File: config.mk
export PLATFORM = sky130hd
export DESIGN_NAME = input_auto_repeat_unit
export DESIGN_NICKNAME = d
export VERILOG_FILES = /design/src/rtl/iar_pkg.sv /design/src/rtl/input_auto_repeat_unit.sv /design/src/rtl/iar_ram.sv
export SDC_FILE = /design/constraint.sdc
export NUM_CORES = 2
export LEC_CHECK = 0
export BUFFER_PORTS_ARGS = -buffer_cell sky130_fd_sc_hd__buf_2
export CAP_MARGIN = 20
export CORE_UTILIZATION = 55
export CTS_CLUSTER_SIZE = 40
export DETAILED_ROUTE_END_ITERATION = 8
export MAX_ROUTING_LAYER = met4
export PLACE_DENSITY_LB_ADDON = 0.3
export SYNTH_ARGS = -nofsm -noshare
export SYNTH_HDL_FRONTEND = slang
export SYNTH_SLANG_ARGS = --single-unit
File: constraint.sdc
create_clock -name clk_i -period 10.73 [get_ports clk_i]
set_input_delay 2.146 -clock clk_i [delete_from_list [all_inputs] [get_ports clk_i]]
set_output_delay 2.146 -clock clk_i [all_outputs]
set_load 0.02 [all_outputs]
File: src/rtl/iar_pkg.sv
// ---------------------------------------------------------------------------
// iar_pkg
// Shared types and constants of the input auto-repeat unit: register
// indexes, field widths, reset values and the channel kinds.
// ---------------------------------------------------------------------------
package iar_pkg;

  // Configuration register indexes.
  localparam int unsigned CfgIdxW = 2;
  localparam logic [CfgIdxW-1:0] CFG_INIT_DELAY     = 2'd0;
  localparam logic [CfgIdxW-1:0] CFG_REPEAT_PERIOD  = 2'd1;
  localparam logic [CfgIdxW-1:0] CFG_AXIS_THRESHOLD = 2'd2;

  // Field widths.
  localparam int unsigned CfgDataW = 24;
  localparam int unsigned HoldW    = 24;
  localparam int unsigned ThrW     = 15;
  localparam int unsigned AxisW    = 16;
  localparam int unsigned DtW      = 16;
  localparam int unsigned CtrlW    = 2;
  localparam int unsigned SlotW    = 5;

  // Register reset values.
  localparam logic [HoldW-1:0] FirstWaitRst    = 24'd500000;
  localparam logic [HoldW-1:0] RepeatPeriodRst = 24'd100000;
  localparam logic [ThrW-1:0]  AxisThrRst      = 15'd16384;

  // Saturation value of the hold-time accumulator.
  localparam logic [HoldW-1:0] HoldMax = {HoldW{1'b1}};

  // One stored entry: hold time and repeating flag.
  typedef struct packed {
    logic             repeating;
    logic [HoldW-1:0] hold;
  } entry_t;

  // Kind of channel that a slot addresses.
  typedef enum logic [1:0] {
    KIND_BUTTON,
    KIND_STICK_POS,
    KIND_STICK_NEG,
    KIND_TRIGGER
  } kind_e;

endpackage

File: src/rtl/input_auto_repeat_unit.sv
// ---------------------------------------------------------------------------
// input_auto_repeat_unit
// Typematic auto-repeat for controller channels. Each beat observes one
// channel; its hold timer and repeating flag live in a small RAM that is
// read, updated and written back, with forwarding between neighbouring beats.
// ---------------------------------------------------------------------------
// Path: an accepted beat and its RAM read are registered together into the
// update stage, whose result is then registered in the output register.
// Throughput: one beat per cycle unless the output stalls; the RAM read, update
// and write-back overlap; a same-channel beat right behind takes forwarded data.
// Reset: configuration registers return to their defaults and one valid flag
// per channel is cleared at once, so no clearing pass is needed.
module input_auto_repeat_unit #(
  parameter int NUM_CONTROLLERS = 4,
  parameter int NUM_BUTTONS     = 16,
  parameter int NUM_STICK_AXES  = 4,
  parameter int NUM_TRIGGERS    = 2
) (
  input  logic                              clk_i,
  input  logic                              rst_ni,
  // Configuration write port.
  input  logic                              cfg_we_i,
  input  logic [iar_pkg::CfgIdxW-1:0]       cfg_idx_i,
  input  logic [iar_pkg::CfgDataW-1:0]      cfg_data_i,
  // Observation channel.
  input  logic                              in_valid_i,
  output logic                              in_stall_o,
  input  logic [iar_pkg::CtrlW-1:0]         controller_i,
  input  logic [iar_pkg::SlotW-1:0]         slot_i,
  input  logic                              button_now_i,
  input  logic                              button_before_i,
  input  logic signed [iar_pkg::AxisW-1:0]  axis_now_i,
  input  logic signed [iar_pkg::AxisW-1:0]  axis_before_i,
  input  logic [iar_pkg::DtW-1:0]           elapsed_i,
  // Result channel.
  output logic                              out_valid_o,
  input  logic                              out_stall_i,
  output logic                              fire_o,
  output logic                              repeat_ready_o
);

  import iar_pkg::*;

  localparam int ChPerCtrl = NUM_BUTTONS + 2 * NUM_STICK_AXES + NUM_TRIGGERS;
  localparam int Depth     = NUM_CONTROLLERS * ChPerCtrl;
  localparam int AddrW     = (Depth > 1) ? $clog2(Depth) : 1;
  localparam int EntryW    = $bits(entry_t);
  localparam int PosBase   = NUM_BUTTONS;
  localparam int NegBase   = NUM_BUTTONS + NUM_STICK_AXES;
  localparam int TrigBase  = NUM_BUTTONS + 2 * NUM_STICK_AXES;

  // Configuration registers.
  logic [HoldW-1:0] init_delay_q;
  logic [HoldW-1:0] repeat_period_q;
  logic [ThrW-1:0]  axis_thr_q;

  always_ff @(posedge clk_i or negedge rst_ni) begin
    if (!rst_ni) begin
      init_delay_q    <= FirstWaitRst;
      repeat_period_q <= RepeatPeriodRst;
      axis_thr_q      <= AxisThrRst;
    end else if (cfg_we_i) begin
      unique case (cfg_idx_i)
        CFG_INIT_DELAY:     init_delay_q    <= cfg_data_i[HoldW-1:0];
        CFG_REPEAT_PERIOD:  repeat_period_q <= cfg_data_i[HoldW-1:0];
        CFG_AXIS_THRESHOLD: axis_thr_q      <= cfg_data_i[ThrW-1:0];
        default: ;
      endcase
    end
  end

  // Handshake and pipeline control.
  logic             s1_valid_q;
  logic             out_valid_q;
  logic             s1_adv;
  logic             accept;

  assign s1_adv     = s1_valid_q && (!out_valid_q || !out_stall_i);
  assign in_stall_o = s1_valid_q && !s1_adv;
  assign accept     = in_valid_i && !in_stall_o;

  // Front stage: decode the channel, judge activity and form the address.
  kind_e                   in_kind;
  logic                    in_range;
  logic                    act_now;
  logic                    act_before;
  logic [AddrW-1:0]        in_addr;
  logic signed [AxisW:0]   thr_pos;
  logic signed [AxisW:0]   thr_neg;
  logic signed [AxisW:0]   ax_now_x;
  logic signed [AxisW:0]   ax_before_x;
  int                      chan_num;

  always_comb begin
    in_range = (int'(controller_i) < NUM_CONTROLLERS) && (int'(slot_i) < ChPerCtrl);

    if (int'(slot_i) < PosBase) begin
      in_kind = KIND_BUTTON;
    end else if (int'(slot_i) < NegBase) begin
      in_kind = KIND_STICK_POS;
    end else if (int'(slot_i) < TrigBase) begin
      in_kind = KIND_STICK_NEG;
    end else begin
      in_kind = KIND_TRIGGER;
    end

    thr_pos     = $signed({2'b00, axis_thr_q});
    thr_neg     = -thr_pos;
    ax_now_x    = $signed({axis_now_i[AxisW-1], axis_now_i});
    ax_before_x = $signed({axis_before_i[AxisW-1], axis_before_i});

    case (in_kind)
      KIND_BUTTON: begin
        act_now    = button_now_i;
        act_before = button_before_i;
      end
      KIND_STICK_NEG: begin
        act_now    = ax_now_x < thr_neg;
        act_before = ax_before_x < thr_neg;
      end
      default: begin
        act_now    = ax_now_x > thr_pos;
        act_before = ax_before_x > thr_pos;
      end
    endcase

    chan_num = int'(controller_i) * ChPerCtrl + int'(slot_i);
    in_addr  = in_range ? AddrW'(chan_num) : '0;
  end

  // Per-channel valid flags: an entry never written reads as zero.
  logic [Depth-1:0] ent_valid_q;

  // Write-back from the update stage.
  logic             wr_en;
  logic [AddrW-1:0] s1_addr_q;
  logic             s1_in_range_q;
  entry_t           new_entry;

  assign wr_en = s1_adv && s1_in_range_q;

  // Timer store.
  logic [EntryW-1:0] rd_data;

  iar_ram #(
    .Width (EntryW),
    .Depth (Depth)
  ) u_store (
    .clk_i   (clk_i),
    .we_i    (wr_en),
    .waddr_i (s1_addr_q),
    .wdata_i (new_entry),
    .re_i    (accept),
    .raddr_i (in_addr),
    .rdata_o (rd_data)
  );

  // Update stage registers.
  logic             s1_act_q;
  logic             s1_edge_q;
  logic [DtW-1:0]   s1_dt_q;
  logic             s1_ent_valid_q;
  logic             byp_q;
  entry_t           byp_entry_q;

  always_ff @(posedge clk_i or negedge rst_ni) begin
    if (!rst_ni) begin
      s1_valid_q  <= 1'b0;
      out_valid_q <= 1'b0;
      ent_valid_q <= '0;
      byp_q       <= 1'b0;
    end else begin
      s1_valid_q  <= accept || (s1_valid_q && !s1_adv);
      out_valid_q <= s1_adv || (out_valid_q && out_stall_i);
      if (wr_en) begin
        ent_valid_q[s1_addr_q] <= 1'b1;
      end
      if (accept) begin
        byp_q <= wr_en && (s1_addr_q == in_addr);
      end
    end
  end

  // Stage payload; a write to the same entry in the read cycle is forwarded.
  always_ff @(posedge clk_i) begin
    if (accept) begin
      s1_addr_q      <= in_addr;
      s1_in_range_q  <= in_range;
      s1_act_q       <= act_now;
      s1_edge_q      <= act_now && !act_before;
      s1_dt_q        <= elapsed_i;
      s1_ent_valid_q <= ent_valid_q[in_addr];
      byp_entry_q    <= new_entry;
    end
  end

  // Update: restart the timer when its wait is reached, then accumulate; an idle channel is cleared.
  entry_t           cur_entry;
  logic             wait_hit;
  logic [HoldW-1:0] hold_base;
  logic [HoldW:0]   hold_sum;
  logic             ready;

  always_comb begin
    if (byp_q) begin
      cur_entry = byp_entry_q;
    end else if (s1_ent_valid_q) begin
      cur_entry = entry_t'(rd_data);
    end else begin
      cur_entry = '0;
    end

    wait_hit  = cur_entry.repeating ? (cur_entry.hold >= repeat_period_q)
                                    : (cur_entry.hold >= init_delay_q);
    hold_base = wait_hit ? '0 : cur_entry.hold;
    hold_sum  = {1'b0, hold_base} + {{(HoldW + 1 - DtW){1'b0}}, s1_dt_q};

    if (s1_act_q) begin
      new_entry.hold      = hold_sum[HoldW] ? HoldMax : hold_sum[HoldW-1:0];
      new_entry.repeating = wait_hit || cur_entry.repeating;
    end else begin
      new_entry.hold      = '0;
      new_entry.repeating = 1'b0;
    end

    ready = new_entry.repeating ? (new_entry.hold >= repeat_period_q)
                                : (new_entry.hold >= init_delay_q);
  end

  // Output register, loaded whenever the update stage moves on.
  logic fire_q;
  logic ready_q;

  always_ff @(posedge clk_i) begin
    if (s1_adv) begin
      fire_q  <= s1_in_range_q && (s1_edge_q || ready);
      ready_q <= s1_in_range_q && ready;
    end
  end

  assign out_valid_o    = out_valid_q;
  assign fire_o         = fire_q;
  assign repeat_ready_o = ready_q;

`ifndef ASSERT_OFF
  // A beat leaving the update stage always lands in the output register.
  a_adv_loads_out: assert property (@(posedge clk_i) disable iff (!rst_ni)
    s1_adv |=> out_valid_q)
    else $error("update stage advanced without a result being held");

  // A held update stage keeps its beat and its address.
  a_s1_holds: assert property (@(posedge clk_i) disable iff (!rst_ni)
    (s1_valid_q && !s1_adv) |=> (s1_valid_q && $stable(s1_addr_q)))
    else $error("update stage lost a stalled beat");

  // An out-of-range channel gives a quiet result.
  a_range_quiet: assert property (@(posedge clk_i) disable iff (!rst_ni)
    (s1_adv && !s1_in_range_q) |=> (!fire_q && !ready_q))
    else $error("out-of-range channel produced a result bit");

  // A ready timer always fires.
  a_ready_fires: assert property (@(posedge clk_i) disable iff (!rst_ni)
    (out_valid_q && ready_q) |-> fire_q)
    else $error("repeat ready without fire");
`endif

endmodule

File: src/rtl/iar_ram.sv
// ---------------------------------------------------------------------------
// iar_ram
// Generic single-write, single-read synchronous RAM with a registered read
// port. The read data holds while no read is requested.
// ---------------------------------------------------------------------------
module iar_ram #(
  parameter int unsigned Width = 25,
  parameter int unsigned Depth = 104
) (
  input  logic                                     clk_i,
  input  logic                                     we_i,
  input  logic [((Depth > 1) ? $clog2(Depth) : 1)-1:0] waddr_i,
  input  logic [Width-1:0]                         wdata_i,
  input  logic                                     re_i,
  input  logic [((Depth > 1) ? $clog2(Depth) : 1)-1:0] raddr_i,
  output logic [Width-1:0]                         rdata_o
);

  logic [Width-1:0] mem_q [Depth];
  logic [Width-1:0] rdata_q;

  // Write port and registered read port.
  always_ff @(posedge clk_i) begin
    if (we_i) begin
      mem_q[waddr_i] <= wdata_i;
    end
    if (re_i) begin
      rdata_q <= mem_q[raddr_i];
    end
  end

  assign rdata_o = rdata_q;

endmodule
==> impl_metrics.json <==
{
  "min-delay-start": "ent_valid_q[16]",
  "final_core_utilization_pct": 62.04,
  "globalRouteMet3Util_pct": 9.519,
  "cts_htree_levels": 5,
  "first_pass_grt_wire_length_mm": 519.0,
  "detailed_place_hpwl_mm": 207.3,
  "port_buffers": 91,
  "drt.antenna.violating_nets": 0,
  "max_cap_violations": 1,
  "gr-usage-all-layers_pct": 35.47,
  "number_of_distinct_library_cells_after_synthesis": 89,
  "cts_resized": 0,
  "worst_hold_stages": 1,
  "area_growth_syn_to_layout_pct": 12.17,
  "hold_violations": 0,
  "design.final.nets": 8210,
  "postRouteWirelength_mm": 368.5,
  "failed_checks": "design-rule violations, max-capacitance violations",
  "cts-hold-fix-buffers": 0,
  "design.die.area_um2": 212400,
  "grt_start_max_net_pins": 148,
  "crit_arrival_ns": 10.05,
  "final-max-slew-violation-count": 0,
  "tritoncts": "done",
  "postLayoutSetupSlackWorst_ns": 1.389,
  "synthesis.area_per_instance_um2": 14.86,
  "yosysSeqAreaShare_pct": 73.16,
  "achievable-frequency_mhz": 107.1,
  "cts_sinks": 2849,
  "preCtsSetupSlack_ns": 1.482,
  "cts.root.buffer_cell": "sky130_fd_sc_hd__clkbuf_16",
  "clock_skew_ns": 0.08039,
  "endpoint_kind": "flip-flop",
  "grt_use_met2_pct": 51.18,
  "reg_to_reg_critical_path_startpoint": "byp_q",
  "postLayoutCellArea_um2": 129900,
  "slowest_stage": "sky130_fd_sc_hd__a221oi_1",
  "rows": 168,
  "synth.net_count": 8062,
  "dr_total_vias": 75710,
  "post_layout_nonfiller_instances": 10980,
  "floorplan.initialDensity_pct": 55.31,
  "worstSetupPathType": "flip-flop to flip-flop",
  "worst_hold_path_type": "flip-flop to flip-flop",
  "drt_drc_violations_left": 2,
  "design_power_total_mw": 27.64,
  "number_of_enable_flip_flop_cells_after_synthesis": 2679,
  "timing.slew.headroom_pct": 2.100,
  "wl_per_cell_um": 33.55,
  "gr-max-usage-layer": "met2",
  "synth.ff_latch_count": 2849,
  "layout-drive-gt1-share_pct": 15.21,
  "post_synthesis_instance_total": 7791,
  "io_pins": 92,
  "drt_first_pass_iters": 9,
  "min_period_over_period_pct": 87.05,
  "die_height_um": 460.8,
  "synthDominantAreaCellType": "sky130_fd_sc_hd__edfxtp_1",
  "post_cts_setup_driven_buffer_insertion_count": 0,
  "unrepaired_setup_endpoints_after_global_routing": "false",
  "clock_insertion_delay_worst_skew_ns": 1.00,
  "coreArea_um2": 209400,
  "fin_crit_ns": 9.341,
  "fin_tns_setup_ns": 0,
  "timing_worst_slew_pin_value_ns": 1.450,
  "p_per_area_nw_per_um2": 212.8,
  "cts.reportedPaths.clkPinSlew_ns": 0.06,
  "synth_ff_type": "sky130_fd_sc_hd__edfxtp_1",
  "fp.dieW_um": 460.8,
  "startpoint_class_of_the_critical_path": "flip-flop",
  "yosysTopAreaCellShare_pct": 69.47,
  "grt_antenna_before_repair": 30,
  "use_met1_pct": 46.45,
  "layout.cells.most_common_list": "2,679 x sky130_fd_sc_hd__edfxtp_1, 1,153 x sky130_fd_sc_hd__nand2_1, 345 x sky130_fd_sc_hd__nand3_1",
  "avgViaCountPerCell": 6.893,
  "critical-path-max-stage-delay_ns": 0.73,
  "place_area_um2": 120500,
  "holdPathEnd": "ent_valid_q[16]",
  "asyncSetResetFlopFracSynth_pct": 5.967,
  "run_status": "finished, violations left",
  "final_replace_weighted_congestion": 0.9434,
  "tritoncts.num_buffers": 297,
  "reg2reg_depth": 33,
  "place_inst": 10440,
  "setup_violating_endpoint_count_in_the_final_report": 0,
  "ys_warn_count": 0,
  "global_route_congestion_overflow_total": 0,
  "detail_route.iter0.violations": 12940,
  "vdd_ir_drop_max_uv": 145.3,
  "main_area_contributors_after_synthesis": "sky130_fd_sc_hd__edfxtp_1 69%, sky130_fd_sc_hd__nand2_1 3.7%, sky130_fd_sc_hd__dfrtp_1 3.4%, sky130_fd_sc_hd__ha_1 2.0%, sky130_fd_sc_hd__mux2i_1 1.8%",
  "post_synth_instance_area_um2": 115800,
  "final_common_cell": "sky130_fd_sc_hd__edfxtp_1",
  "r2r_setup_slack_ns": 1.39,
  "critical_path_peak_fanout": 42,
  "cts_buffer_depth": 4,
  "critical_path.reg2reg.endpoint": "fire_o",
  "hold_slack_ns": 0.4624,
  "first_global_vias": 71880,
  "total_leakage_power_nw": 44.82,
  "worst-endpoint-required_ns": 11.44
}
power breakdown:
part,leakage [nW],internal (mW),switching [mW]
Combinational,13.5,1.11,3.43
Sequential,26.8,13.0,0.0910
Clock,4.54,5.80,4.19
Total,44.8,19.9,7.71
sequential cells by signal (all words and copies together) (netlist names):
signal           count
byp_entry_q         25
s1_edge_q            1
out_valid_o          1
u_store.rdata_o     25
s1_act_q             1
byp_q                1
fire_o               1
s1_in_range_q        1
repeat_ready_o       1
s1_valid_q           1
repeat_period_q     24
init_delay_q        24
s1_ent_valid_q       1
s1_dt_q             16
s1_addr_q            7
u_store.mem_q     2600
ent_valid_q        104
axis_thr_q          15
kinds of logic (layout without fill, tap and decap cells):
group,after synthesis,count (layout),share of synthesized area (%)
muxes,391,391,4.457
and+or+nand+nor,2147,2147,8.295
other,0,27,0
buffers and inverters,609,969,2.236
DFF,2849,2849,73.16
xor gates and xnor gates,37,37,0.2799
AOI/OAI and AO/OA,1575,1575,9.578
adders and majority gates,183,183,1.990
worst max-delay path, delay by kind of cell (launching register included):
family | cells | cell delay [ns]
flip-flops | 1 | 0.32
adder cells (fa/ha/maj) | 4 | 1.46
AO/OA/AOI/OAI | 17 | 4.14
AND/OR/NAND/NOR | 8 | 1.94
buffers and inverters | 4 | 1.19
layer usage:
layer,vias to the layer above,share of wire (%)
met1,37830,36
met2,6049,44
li1,30740,-
met4,0,5.7
met5,-,0
met3,1090,14
worst max-delay path by stage:
| stage | startpoint | end | slack (ns) | cells after the start |
|---|---|---|---|---|
| floorplan | byp_q | fire_o | 0.22 | 28 |
| global placement | byp_q | fire_o | 1.43 | 32 |
| detailed placement | byp_q | fire_o | 1.48 | 31 |
| CTS | byp_q | fire_o | 1.43 | 31 |
| global route | byp_q | fire_o | 0.98 | 33 |
| finish | byp_q | fire_o | 1.39 | 33 |
area by class of cell:
cell class / count / area, um^2
flip-flops and latches: 2849 / 84720
well taps: 2805 / 3510
repair buffers: 363 / 2834
clock buffers: 378 / 8039
fillers: 14940 / 79470
multi-input cells: 4333 / 29130
diodes: 27 / 67.56
inverters: 95 / 394.1
clock inverters: 133 / 1195
synthesized netlist by cell type, types with 46 or more instances:
library cell	n
sky130_fd_sc_hd__edfxtp_1	2679
sky130_fd_sc_hd__nand2_1	1156
sky130_fd_sc_hd__nand3_1	347
sky130_fd_sc_hd__a21oi_1	225
sky130_fd_sc_hd__clkbuf_1	224
sky130_fd_sc_hd__mux2i_1	213
sky130_fd_sc_hd__a31oi_1	200
sky130_fd_sc_hd__ha_1	181
sky130_fd_sc_hd__buf_2	178
sky130_fd_sc_hd__nor2_1	178
sky130_fd_sc_hd__dfrtp_1	156
sky130_fd_sc_hd__o221ai_1	146
sky130_fd_sc_hd__a211oi_1	144
sky130_fd_sc_hd__o21ai_0	132
sky130_fd_sc_hd__o22ai_1	131
sky130_fd_sc_hd__and3_1	128
sky130_fd_sc_hd__o211ai_1	120
sky130_fd_sc_hd__or2_2	107
sky130_fd_sc_hd__buf_1	99
sky130_fd_sc_hd__mux4_2	91
sky130_fd_sc_hd__inv_1	87
sky130_fd_sc_hd__mux2_2	87
sky130_fd_sc_hd__a311oi_1	85
sky130_fd_sc_hd__nor3_1	85
sky130_fd_sc_hd__a22oi_1	64
sky130_fd_sc_hd__a21o_1	46
Power figures use the tool's default switching activity.
